$ cat src/rtl/lstmas_pkg.sv
// Shared types and constants of the lazy segment tree block.
`default_nettype none

package lstmas_pkg;

   // Field widths fixed by the interface.
   localparam int VW   = 31;
   localparam int CNTW = 11;

   // Operation codes of an input beat.
   localparam logic [1:0] OP_WRITE = 2'd0;
   localparam logic [1:0] OP_MUL   = 2'd1;
   localparam logic [1:0] OP_ADD   = 2'd2;
   localparam logic [1:0] OP_QUERY = 2'd3;

   // Configuration register indexes.
   localparam logic REG_MODULUS = 1'b0;
   localparam logic REG_COUNT   = 1'b1;

   // Modular multiply-add jobs: each names its operands and its destination.
   localparam logic [2:0] MM_VAL     = 3'd0;
   localparam logic [2:0] MM_PD_MUL  = 3'd1;
   localparam logic [2:0] MM_PD_ADD  = 3'd2;
   localparam logic [2:0] MM_AP_SUM1 = 3'd3;
   localparam logic [2:0] MM_AP_SUM2 = 3'd4;
   localparam logic [2:0] MM_AP_MUL  = 3'd5;
   localparam logic [2:0] MM_AP_ADD  = 3'd6;
   localparam logic [2:0] MM_QRY     = 3'd7;

   // Sources of a node memory write.
   localparam logic [1:0] WR_APPLY   = 2'd0;
   localparam logic [1:0] WR_CLEAR   = 2'd1;
   localparam logic [1:0] WR_PARENT  = 2'd2;
   localparam logic [1:0] WR_COMBINE = 2'd3;

   // Tag pair used by an apply step.
   localparam logic TAG_OP = 1'b0;
   localparam logic TAG_PD = 1'b1;

   // One node of the tree as stored in memory.
   typedef struct packed {
      logic [VW-1:0] sum;
      logic [VW-1:0] mul;
      logic [VW-1:0] add;
   } node_word_type;

   // Commands from the controller to the datapath.
   typedef struct packed {
      logic       mem_rd;
      logic       mem_wr;
      logic [1:0] wr_src;
      logic       mm_start;
      logic [2:0] mm_op;
      logic       tag_sel;
      logic       clr_acc;
      logic       save_left;
      logic [1:0] op;
   } dp_cmd_type;

   // Status from the datapath to the controller.
   typedef struct packed {
      logic mm_done;
   } dp_status_type;

endpackage

`default_nettype wire

$ cat src/rtl/lstmas_ctrl.sv
// Controller: clearing pass, tree walk with an explicit stack and command sequencing.
`default_nettype none

module lstmas_ctrl #(
   parameter  int LEAVES = 1024,
   localparam int AW     = $clog2(4 * LEAVES),
   localparam int LW     = $clog2(LEAVES + 1)
) (
   input  wire logic                          clock,
   input  wire logic                          reset,
   input  wire logic                          req_valid,
   output logic                               req_ready,
   input  wire logic [1:0]                    req_op,
   input  wire logic [lstmas_pkg::CNTW-1:0]   req_left,
   input  wire logic [lstmas_pkg::CNTW-1:0]   req_right,
   input  wire logic [LW-1:0]                 limit,
   input  wire logic                          rsp_busy,
   output logic                               rsp_load,
   output lstmas_pkg::dp_cmd_type             cmd,
   output logic [AW-1:0]                      addr,
   output logic [LW-1:0]                      len,
   input  wire lstmas_pkg::dp_status_type     status
);

   localparam int CNTW  = lstmas_pkg::CNTW;
   localparam int CW    = (LW > CNTW) ? LW : CNTW;
   localparam int NODES = 4 * LEAVES;
   localparam int SD    = $clog2(LEAVES) + 1;
   localparam int SPW   = $clog2(SD + 1);
   localparam int IXW   = $clog2(SD);
   localparam logic [LW-1:0] LEAVES_W = LW'(LEAVES);

   localparam logic [4:0] S_CLEAR  = 5'd0;
   localparam logic [4:0] S_IDLE   = 5'd1;
   localparam logic [4:0] S_MMWAIT = 5'd2;
   localparam logic [4:0] S_VISIT  = 5'd3;
   localparam logic [4:0] S_Q_RD   = 5'd4;
   localparam logic [4:0] S_AP_RD  = 5'd5;
   localparam logic [4:0] S_AP_S1  = 5'd6;
   localparam logic [4:0] S_AP_S2  = 5'd7;
   localparam logic [4:0] S_AP_M   = 5'd8;
   localparam logic [4:0] S_AP_A   = 5'd9;
   localparam logic [4:0] S_AP_WR  = 5'd10;
   localparam logic [4:0] S_PD_RD  = 5'd11;
   localparam logic [4:0] S_PD_M   = 5'd12;
   localparam logic [4:0] S_PD_A   = 5'd13;
   localparam logic [4:0] S_PD_WP  = 5'd14;
   localparam logic [4:0] S_DESC   = 5'd15;
   localparam logic [4:0] S_RET    = 5'd16;
   localparam logic [4:0] S_CB_R0  = 5'd17;
   localparam logic [4:0] S_CB_R1  = 5'd18;
   localparam logic [4:0] S_CB_WR  = 5'd19;
   localparam logic [4:0] S_DONE   = 5'd20;

   // What follows an apply step.
   localparam logic [1:0] AP_LEAF = 2'd0;
   localparam logic [1:0] AP_CH0  = 2'd1;
   localparam logic [1:0] AP_CH1  = 2'd2;

   logic [4:0]    state_ff, state_in;
   logic [4:0]    ret_ff, ret_in;
   logic [1:0]    op_ff, op_in;
   logic [LW-1:0] a_ff, a_in;
   logic [LW-1:0] b_ff, b_in;
   logic [AW-1:0] cur_node_ff, cur_node_in;
   logic [LW-1:0] cur_lo_ff, cur_lo_in;
   logic [LW-1:0] cur_hi_ff, cur_hi_in;
   logic [SPW-1:0] sp_ff, sp_in;
   logic [AW-1:0] ap_addr_ff, ap_addr_in;
   logic [LW-1:0] ap_len_ff, ap_len_in;
   logic          ap_tsel_ff, ap_tsel_in;
   logic [1:0]    ap_phase_ff, ap_phase_in;
   logic [AW-1:0] clr_addr_ff, clr_addr_in;

   logic [AW-1:0] stk_node_ff [SD];
   logic [LW-1:0] stk_lo_ff   [SD];
   logic [LW-1:0] stk_hi_ff   [SD];
   logic          stk_ph_ff   [SD];

   logic           push;
   logic           mark;
   logic [SPW-1:0] spm1;
   logic [IXW-1:0] top_ix;
   logic [IXW-1:0] sp_ix;
   logic [AW-1:0]  top_node;
   logic [LW-1:0]  top_lo;
   logic [LW-1:0]  top_hi;
   logic           top_ph;
   logic [LW:0]    top_msum;
   logic [LW-1:0]  top_mid;
   logic [LW:0]    msum;
   logic [LW-1:0]  mid;
   logic [AW-1:0]  child0;
   logic [AW-1:0]  child1;
   logic           disjoint;
   logic           covered;

   logic [CW-1:0]   lim_c;
   logic [CW-1:0]   lft_c;
   logic [CNTW-1:0] rgt_raw;
   logic [CW-1:0]   rgt_c;
   logic            empty;

   // Range clipping of the incoming beat.
   always_comb begin
      lim_c   = CW'(limit);
      lft_c   = (req_left == '0) ? CW'(1) : CW'(req_left);
      rgt_raw = (req_op == lstmas_pkg::OP_WRITE) ? req_left : req_right;
      rgt_c   = (CW'(rgt_raw) > lim_c) ? lim_c : CW'(rgt_raw);
      empty   = (lim_c == '0) || (lft_c > rgt_c);
   end

   // Geometry of the current node and of the top stack frame.
   always_comb begin
      msum     = {1'b0, cur_lo_ff} + {1'b0, cur_hi_ff};
      mid      = msum[LW:1];
      child0   = {cur_node_ff[AW-2:0], 1'b0};
      child1   = {cur_node_ff[AW-2:0], 1'b1};
      disjoint = (a_ff > cur_hi_ff) || (b_ff < cur_lo_ff);
      covered  = (a_ff <= cur_lo_ff) && (b_ff >= cur_hi_ff);
      spm1     = sp_ff - SPW'(1);
      top_ix   = spm1[IXW-1:0];
      sp_ix    = sp_ff[IXW-1:0];
      top_node = stk_node_ff[top_ix];
      top_lo   = stk_lo_ff[top_ix];
      top_hi   = stk_hi_ff[top_ix];
      top_ph   = stk_ph_ff[top_ix];
      top_msum = {1'b0, top_lo} + {1'b0, top_hi};
      top_mid  = top_msum[LW:1];
   end

   // Next state and commands.
   always_comb begin
      state_in    = state_ff;
      ret_in      = ret_ff;
      op_in       = op_ff;
      a_in        = a_ff;
      b_in        = b_ff;
      cur_node_in = cur_node_ff;
      cur_lo_in   = cur_lo_ff;
      cur_hi_in   = cur_hi_ff;
      sp_in       = sp_ff;
      ap_addr_in  = ap_addr_ff;
      ap_len_in   = ap_len_ff;
      ap_tsel_in  = ap_tsel_ff;
      ap_phase_in = ap_phase_ff;
      clr_addr_in = clr_addr_ff;
      push        = 1'b0;
      mark        = 1'b0;
      req_ready   = 1'b0;
      rsp_load    = 1'b0;
      cmd         = '0;
      cmd.op      = op_ff;
      cmd.tag_sel = ap_tsel_ff;
      addr        = cur_node_ff;
      len         = ap_len_ff;

      unique case (state_ff)
         S_CLEAR: begin
            cmd.mem_wr = 1'b1;
            cmd.wr_src = lstmas_pkg::WR_CLEAR;
            addr       = clr_addr_ff;
            if (clr_addr_ff == AW'(NODES - 1)) begin
               state_in = S_IDLE;
            end else begin
               clr_addr_in = clr_addr_ff + AW'(1);
            end
         end
         S_IDLE: begin
            req_ready = 1'b1;
            if (req_valid) begin
               op_in       = req_op;
               a_in        = lft_c[LW-1:0];
               b_in        = rgt_c[LW-1:0];
               cmd.clr_acc = 1'b1;
               if (empty) begin
                  state_in = (req_op == lstmas_pkg::OP_QUERY) ? S_DONE : S_IDLE;
               end else begin
                  cmd.mm_start = 1'b1;
                  cmd.mm_op    = lstmas_pkg::MM_VAL;
                  ret_in       = S_VISIT;
                  cur_node_in  = AW'(1);
                  cur_lo_in    = LW'(1);
                  cur_hi_in    = LEAVES_W;
                  sp_in        = '0;
                  state_in     = S_MMWAIT;
               end
            end
         end
         S_MMWAIT: begin
            if (status.mm_done) begin
               state_in = ret_ff;
            end
         end
         S_VISIT: begin
            if (disjoint) begin
               state_in = S_RET;
            end else if (covered && op_ff == lstmas_pkg::OP_QUERY) begin
               cmd.mem_rd = 1'b1;
               state_in   = S_Q_RD;
            end else if (covered) begin
               ap_addr_in  = cur_node_ff;
               ap_len_in   = cur_hi_ff - cur_lo_ff + LW'(1);
               ap_tsel_in  = lstmas_pkg::TAG_OP;
               ap_phase_in = AP_LEAF;
               state_in    = S_AP_RD;
            end else begin
               state_in = S_PD_RD;
            end
         end
         S_Q_RD: begin
            cmd.mm_start = 1'b1;
            cmd.mm_op    = lstmas_pkg::MM_QRY;
            ret_in       = S_RET;
            state_in     = S_MMWAIT;
         end
         S_AP_RD: begin
            cmd.mem_rd = 1'b1;
            addr       = ap_addr_ff;
            state_in   = S_AP_S1;
         end
         S_AP_S1: begin
            cmd.mm_start = 1'b1;
            cmd.mm_op    = lstmas_pkg::MM_AP_SUM1;
            ret_in       = S_AP_S2;
            state_in     = S_MMWAIT;
         end
         S_AP_S2: begin
            cmd.mm_start = 1'b1;
            cmd.mm_op    = lstmas_pkg::MM_AP_SUM2;
            ret_in       = S_AP_M;
            state_in     = S_MMWAIT;
         end
         S_AP_M: begin
            cmd.mm_start = 1'b1;
            cmd.mm_op    = lstmas_pkg::MM_AP_MUL;
            ret_in       = S_AP_A;
            state_in     = S_MMWAIT;
         end
         S_AP_A: begin
            cmd.mm_start = 1'b1;
            cmd.mm_op    = lstmas_pkg::MM_AP_ADD;
            ret_in       = S_AP_WR;
            state_in     = S_MMWAIT;
         end
         S_AP_WR: begin
            cmd.mem_wr = 1'b1;
            cmd.wr_src = lstmas_pkg::WR_APPLY;
            addr       = ap_addr_ff;
            if (ap_phase_ff == AP_CH0) begin
               ap_addr_in  = child1;
               ap_len_in   = cur_hi_ff - mid;
               ap_phase_in = AP_CH1;
               state_in    = S_AP_RD;
            end else if (ap_phase_ff == AP_CH1) begin
               state_in = S_DESC;
            end else begin
               state_in = S_RET;
            end
         end
         S_PD_RD: begin
            cmd.mem_rd = 1'b1;
            state_in   = S_PD_M;
         end
         S_PD_M: begin
            cmd.mm_start = 1'b1;
            cmd.mm_op    = lstmas_pkg::MM_PD_MUL;
            ret_in       = S_PD_A;
            state_in     = S_MMWAIT;
         end
         S_PD_A: begin
            cmd.mm_start = 1'b1;
            cmd.mm_op    = lstmas_pkg::MM_PD_ADD;
            ret_in       = S_PD_WP;
            state_in     = S_MMWAIT;
         end
         S_PD_WP: begin
            cmd.mem_wr  = 1'b1;
            cmd.wr_src  = lstmas_pkg::WR_PARENT;
            ap_addr_in  = child0;
            ap_len_in   = mid - cur_lo_ff + LW'(1);
            ap_tsel_in  = lstmas_pkg::TAG_PD;
            ap_phase_in = AP_CH0;
            state_in    = S_AP_RD;
         end
         S_DESC: begin
            push        = 1'b1;
            sp_in       = sp_ff + SPW'(1);
            cur_node_in = child0;
            cur_hi_in   = mid;
            state_in    = S_VISIT;
         end
         S_RET: begin
            if (sp_ff == '0) begin
               state_in = S_DONE;
            end else if (!top_ph) begin
               mark        = 1'b1;
               cur_node_in = {top_node[AW-2:0], 1'b1};
               cur_lo_in   = top_mid + LW'(1);
               cur_hi_in   = top_hi;
               state_in    = S_VISIT;
            end else begin
               sp_in = spm1;
               if (op_ff != lstmas_pkg::OP_QUERY) begin
                  cur_node_in = top_node;
                  state_in    = S_CB_R0;
               end
            end
         end
         S_CB_R0: begin
            cmd.mem_rd = 1'b1;
            addr       = child0;
            state_in   = S_CB_R1;
         end
         S_CB_R1: begin
            cmd.mem_rd    = 1'b1;
            cmd.save_left = 1'b1;
            addr          = child1;
            state_in      = S_CB_WR;
         end
         S_CB_WR: begin
            cmd.mem_wr = 1'b1;
            cmd.wr_src = lstmas_pkg::WR_COMBINE;
            state_in   = S_RET;
         end
         S_DONE: begin
            if (op_ff != lstmas_pkg::OP_QUERY) begin
               state_in = S_IDLE;
            end else if (!rsp_busy) begin
               rsp_load = 1'b1;
               state_in = S_IDLE;
            end
         end
         default: begin
            state_in = S_CLEAR;
         end
      endcase
   end

   // Control registers.
   always_ff @(posedge clock) begin
      if (reset) begin
         state_ff    <= S_CLEAR;
         clr_addr_ff <= '0;
         sp_ff       <= '0;
      end else begin
         state_ff    <= state_in;
         clr_addr_ff <= clr_addr_in;
         sp_ff       <= sp_in;
      end
   end

   // Walk registers.
   always_ff @(posedge clock) begin
      ret_ff      <= ret_in;
      op_ff       <= op_in;
      a_ff        <= a_in;
      b_ff        <= b_in;
      cur_node_ff <= cur_node_in;
      cur_lo_ff   <= cur_lo_in;
      cur_hi_ff   <= cur_hi_in;
      ap_addr_ff  <= ap_addr_in;
      ap_len_ff   <= ap_len_in;
      ap_tsel_ff  <= ap_tsel_in;
      ap_phase_ff <= ap_phase_in;
   end

   // Stack of partly visited nodes.
   always_ff @(posedge clock) begin
      if (push) begin
         stk_node_ff[sp_ix] <= cur_node_ff;
         stk_lo_ff[sp_ix]   <= cur_lo_ff;
         stk_hi_ff[sp_ix]   <= cur_hi_ff;
         stk_ph_ff[sp_ix]   <= 1'b0;
      end
      if (mark) begin
         stk_ph_ff[top_ix] <= 1'b1;
      end
   end

endmodule

`default_nettype wire

$ cat config.mk
export PLATFORM = sky130hd
export DESIGN_NAME = lstmas_ctrl
export DESIGN_NICKNAME = d
export VERILOG_FILES = /design/src/rtl/lstmas_pkg.sv /design/src/rtl/lstmas_ctrl.sv
export SDC_FILE = /design/constraint.sdc
export NUM_CORES = 1
export LEC_CHECK = 0
export CAP_MARGIN = 15
export CORE_UTILIZATION = 30
export CTS_CLUSTER_DIAMETER = 30
export CTS_CLUSTER_SIZE = 28
export DETAILED_ROUTE_END_ITERATION = 8
export DONT_BUFFER_PORTS = 1
export PLACE_DENSITY = 0.54
export SLEW_MARGIN = 5
export SYNTH_ARGS = -nofsm -noshare
export SYNTH_HDL_FRONTEND = slang
export SYNTH_SLANG_ARGS = --single-unit
$ cat constraint.sdc
create_clock -name clock -period 11.19 [get_ports clock]
set_input_delay 1.6785 -clock clock [delete_from_list [all_inputs] [get_ports clock]]
set_output_delay 1.6785 -clock clock [all_outputs]
set_load 0.01 [all_outputs]
# == Word level (Yosys, flattened, before mapping) ==
# Memory sizes are Yosys's and may differ from the RTL's.
# Cells that the tools add are included.
# W data, S select, Z words.
# classes
add_sub_neg,11
n_lt_le_gt_ge,6
eq_ne,40
n_mux,88
n_bitwise,1
n_reduce_logical,28
# op_table
op,count
$mux W11,15
$mux W12,9
$mux W5,15
$pmux W5 S15,1
$pmux W12 S3,2
$pmux W11 S3,2
$pmux W12 S4,1
$eq A5 B4 Y1 const B,8
$pmux W5 S8,1
$mux W4,9
$add A11 B1 Y11 const B,3
$gt A11 B11 Y1,3
$sub A11 B11 Y11,3
$pmux W4 S8,1
$reduce_and A5 Y1,6
$eq A5 B5 Y1 const B,5
$add A11 B11 Y12,2
$ne A2 B2 Y1 const B,12
$logic_not A11 Y1,2
$mux W1,22
$pmux W11 S2,1
$eq A5 B3 Y1 const B,4
$add A12 B1 Y12 const B,1
$eq A12 B12 Y1 const B,1
32 further kinds,45
# totals
ff_bits,110
mem_bits_rw,385
out_inout_bits,38
elab_cells,192
mem_count,4
# mem_list
memory,words,word_bits,rd,rd_clocked_by_memory_dff,write_ports,line,text
stk_node_ff,11,12,1,0,1,lstmas_ctrl.sv:75,logic [AW-1:0] stk_node_ff [SD];
stk_hi_ff,11,11,1,0,1,lstmas_ctrl.sv:77,logic [LW-1:0] stk_hi_ff [SD];
stk_lo_ff,11,11,1,0,1,lstmas_ctrl.sv:76,logic [LW-1:0] stk_lo_ff [SD];
stk_ph_ff,11,1,1,0,1,lstmas_ctrl.sv:78,logic stk_ph_ff [SD];

# == Logic depth before layout (Yosys ltp) ==
# logic_depth
word_depth,9
ltp_mapped,27
mapped_depth_nobuf,24

# == Worst setup path after synthesis ==
# Ideal clock, no wire load.
# synth_timing
kind,input-to-output
from,input req_op[1]
to,output cmd[8] in the netlist's numbering
arrival_time_ns,6.080
path_slack_ns,3.432
stages,23
n_path_buf,3
path_cell_list,nor2_1 buf_1 mux2_2 ha_1 nor2b_1 o21a_1 o21a_1 o21ai_0 nand2b_1 a21oi_1 o21ai_1 o41a_1 o31a_1 clkbuf_1 buf_2 mux2i_1 ha_1 a21o_1 a21o_1 a21oi_1 o211ai_1 a21oi_1 o2bb2ai_1
# synth_rtl
item,line,text
"start, declared",lstmas_ctrl.sv:13,"input wire logic [1:0] req_op,"
"end, declared",lstmas_ctrl.sv:19,"output lstmas_pkg::dp_cmd_type cmd,"

==> flow_summary.yaml <==
die:
  rows: 105
  floorplan.initialDensity_pct: 30.3
  die-area_mm2: 0.0841
  die_y_um: 290
  die_x_um: 290
  io_pins: 78
  core-area_mm2: 0.0821
clocking:
  cts_buffers: 86
  clock_latency_ns: 0.64
  postCtsSetupRepairBufs: 0
  cts_tree: "done"
  cts_resized: 0
  ctsHtreeMaxLevel: 3
  cts_sinks: 495
  clk_pin_slew_ns: 0.04
  holdBufCountCts: 0
  root_buffer: "clkbuf_16"
  cts_buffer_depth: 3
worst_hold_path:
  hp-class: "reg -> reg"
  holdPathStages: 2
  worstHoldStart: "clr_addr_ff[5]"
  min_to: "clr_addr_ff[5]"
timing:
  rsz0062_at_grt: "no"
  min_period_ns: 8.05
  relSlewSlack_pct: 23.5
  slew_violations: 0
  finalSetupViolations: 0
  tns_ns: 0
  hold_viol: 0
  timing.final.ws_setup_ns: 3.14
  fmax_mhz: 124
  fin_worst_skew_ns: 0.0441
  finalCritPeriodShare_pct: 71.9
  worst_pin_slew_ns: 1.14
pwr:
  leakage_nw: 10.2
  p_int_mw: 3.81
  swShare_pct: 20.9
  clkPwrFrac_pct: 56.8
  cellPowerDensity_mw_per_mm2: 165
  switching_power_mw: 1.01
  pwr-share-seq_pct: 41.7
  power_frac_comb_pct: 1.5
  ir_drop_mv: 0.104
synthesis:
  synth_edf_count: 474
  synth.yosys.seq_area_share_pct: 58.9
  synthesis.nets: 2034
  ys_ff_latch: 495
  synth.distinct_cells: 79
  synthArstFlopShare_pct: 0
  syn-cell-area_mm2: 0.0249
  synth_compound_area_share_pct: 9.10
  netlist.top_cell.by_area: "edfxtp_1"
  synthMuxAreaShare_pct: 11.6
  synth.avg_cell_area_um2: 13.5
  synth-xor-area-share_pct: 2.14
  ys_warn_count: 0
  yosys-top-cells-area: "edfxtp_1 (57%), ha_1 (7.1%), mux4_2 (6.2%)"
  synthSimpleGateAreaFrac_pct: 7.78
  yosysMostFrequentCell: "edfxtp_1"
  synth_ff_type: "edfxtp_1"
  synth_top_family_by_area: "multiplexers"
  synthAdderAreaFrac_pct: 7.54
  netlist_instances: 1847
  synth_common_cells: "edfxtp_1 (474), nor2_1 (145), ha_1 (142)"
  yosys.area.top_type_share_pct: 57.2
status:
  status: "finished clean"
placed_design:
  gpl.final_weighted_congestion: 0.849
  placed_area_mm2: 0.0261
  dp_cells: 2850
  numPortBuffers: 0
  dp_slack_ns: 3.18
  dp.final_hpwl_um: 40700
critical_path:
  critical_path.max_stage_delay_ns: 0.85
  r2r-start: "sp_ff[0]"
  reg2reg_to: "cur_lo_ff[9]"
  start_kind: "primary input"
  slowest_stage: "o31a_1"
  cp_common_cell: "a21oi_1"
  crit_chain: "nor2_1 -> buf_4 -> mux2_2 -> ha_1 -> nor2b_1 -> o21a_1 -> o21a_1 -> o21ai_0 -> nand2b_1 -> a21oi_1 -> o21ai_1 -> o41a_1 -> o31a_1 -> mux2i_1 -> ha_1 -> a21o_1 -> a21o_1 -> a21oi_1 -> o211ai_1 -> a21oi_1 -> buf_4 -> o2bb2ai_1"
  r2r_slack_ns: 4.75
  path_class: "in -> out"
  worstPathRequired_ns: 9.51
  cp_max_fo: 19
  cp-end-kind: "output port"
  reg2reg_depth: 15
  crit_arrival_ns: 6.37
final_layout:
  final_layout_size_suffix_gt1_share_pct: 15.5
  fin_area_mm2: 0.0292
  area_growth_pct: 17.4
  fin_util_pct: 35.6
  stdcell_count: 3013
  final_nets: 2057
  n_fill_cell: 7733
routing:
  via_per_inst: 5.13
  drc: 0
  drt_iter0_markers: 1091
  ant_nets: 0
  wirelength_um: 63500
  wl_per_cell_um: 21.1
  vias: 15500
  first_pass_iters: 9
global_routing:
  grt_pass1_wl_um: 96200
  grt_overflow: 0
  grt_use_total_pct: 15.0
  antenna_found_initial: 0
  grt_pass1_vias: 15600
  grt_max_degree: 63
run:
  drv_cap: 0
-- power groups by stage --
| stage | logic [mW] | clock network [mW] | registers (mW) |
|---|---|---|---|
| 2_1_floorplan | 0.0545 | 0 | 2.04 |
| 3_3_place_gp | 0.0710 | 0 | 2.04 |
| 3_5_place_dp | 0.0716 | 0 | 2.04 |
| 4_1_cts | 0.0725 | 2.78 | 2.01 |
| 5_1_grt | 0.0803 | 2.87 | 2.00 |
| 6_report | 0.0717 | 2.74 | 2.01 |
-- critical path: cells and delay by family --
family | cells | cell delay (ns)
adders and majority gates | 2 | 0.58
muxes | 2 | 0.68
AOI/OAI and AO/OA | 13 | 2.59
buffers and inverters | 2 | 0.47
and+or+nand+nor | 3 | 0.34
-- routing by layer --
metal	share of wire [%]	vias to the layer above	wire, um	global-route usage, %
met1	45	7816	28800	19.9
met5	0	-	0	0
met3	4.5	78	2860	2.41
met2	48	398	30600	24.9
met4	1.9	0	1240	5.03
li1	-	7160	-	-
-- worst max path at each step --
stage / startpoint / to / slack [ns]
2_1_floorplan: req_op[1] / cmd[8] / 3.43
3_3_place_gp: req_op[1] / cmd[8] / 3.18
3_5_place_dp: req_op[1] / cmd[8] / 3.18
4_1_cts: req_op[1] / cmd[8] / 3.14
5_1_grt: req_op[1] / cmd[8] / 2.76
6_report: req_op[1] / cmd[8] / 3.14
-- registers in the layout (all words and copies together), names as in the netlist --
register,count
a_ff,11
ap_addr_ff,12
ap_phase_ff,2
ap_tsel_ff,1
b_ff,11
clr_addr_ff,12
cur_hi_ff,11
cur_lo_ff,11
cur_node_ff,12
len,11
op_ff,2
ret_ff,5
sp_ff,4
state_ff,5
stk_hi_ff,121
stk_lo_ff,121
stk_node_ff,132
stk_ph_ff,11
-- area by class of cell --
type	instances	area, um^2	area share, %
Sequential cell	495	14700	50.2
Multi-Input combinational cell	1164	9550	32.7
Antenna cell	1	2.50	0.00857
Inverter	91	342	1.17
Tap cell	1070	1340	4.58
Timing Repair Buffer	32	240	0.822
Clock inverter	62	837	2.87
Clock buffer	98	2240	7.66
-- logic make-up after synthesis --
group / count (synthesis)
fa+ha+maj: 147
buf+inv: 188
flops: 495
compound gates: 352
xor+xnor: 60
mux: 199
simple gates: 406
-- cells in the final DEF (no fill, tap or decap), types with 32 or more instances in the layout --
cell,count
clkbuf_16,87
nor2_1,143
ha_1,141
mux2i_1,106
a21oi_1,118
mux4_2,69
nand2_1,100
o21ai_0,64
buf_4,32
xnor2_1,39
edfxtp_1,474
inv_1,89
-- through the flow --
stage | power (mW) | hold WS, ns
after floorplan | 2.10 | 0.471
after global placement | 2.11 | 0.500
after detailed placement | 2.11 | 0.536
after CTS | 4.86 | 0.542
after global routing | 4.96 | 0.577
final | 4.81 | 0.532
(Power assumes the default switching activity.)
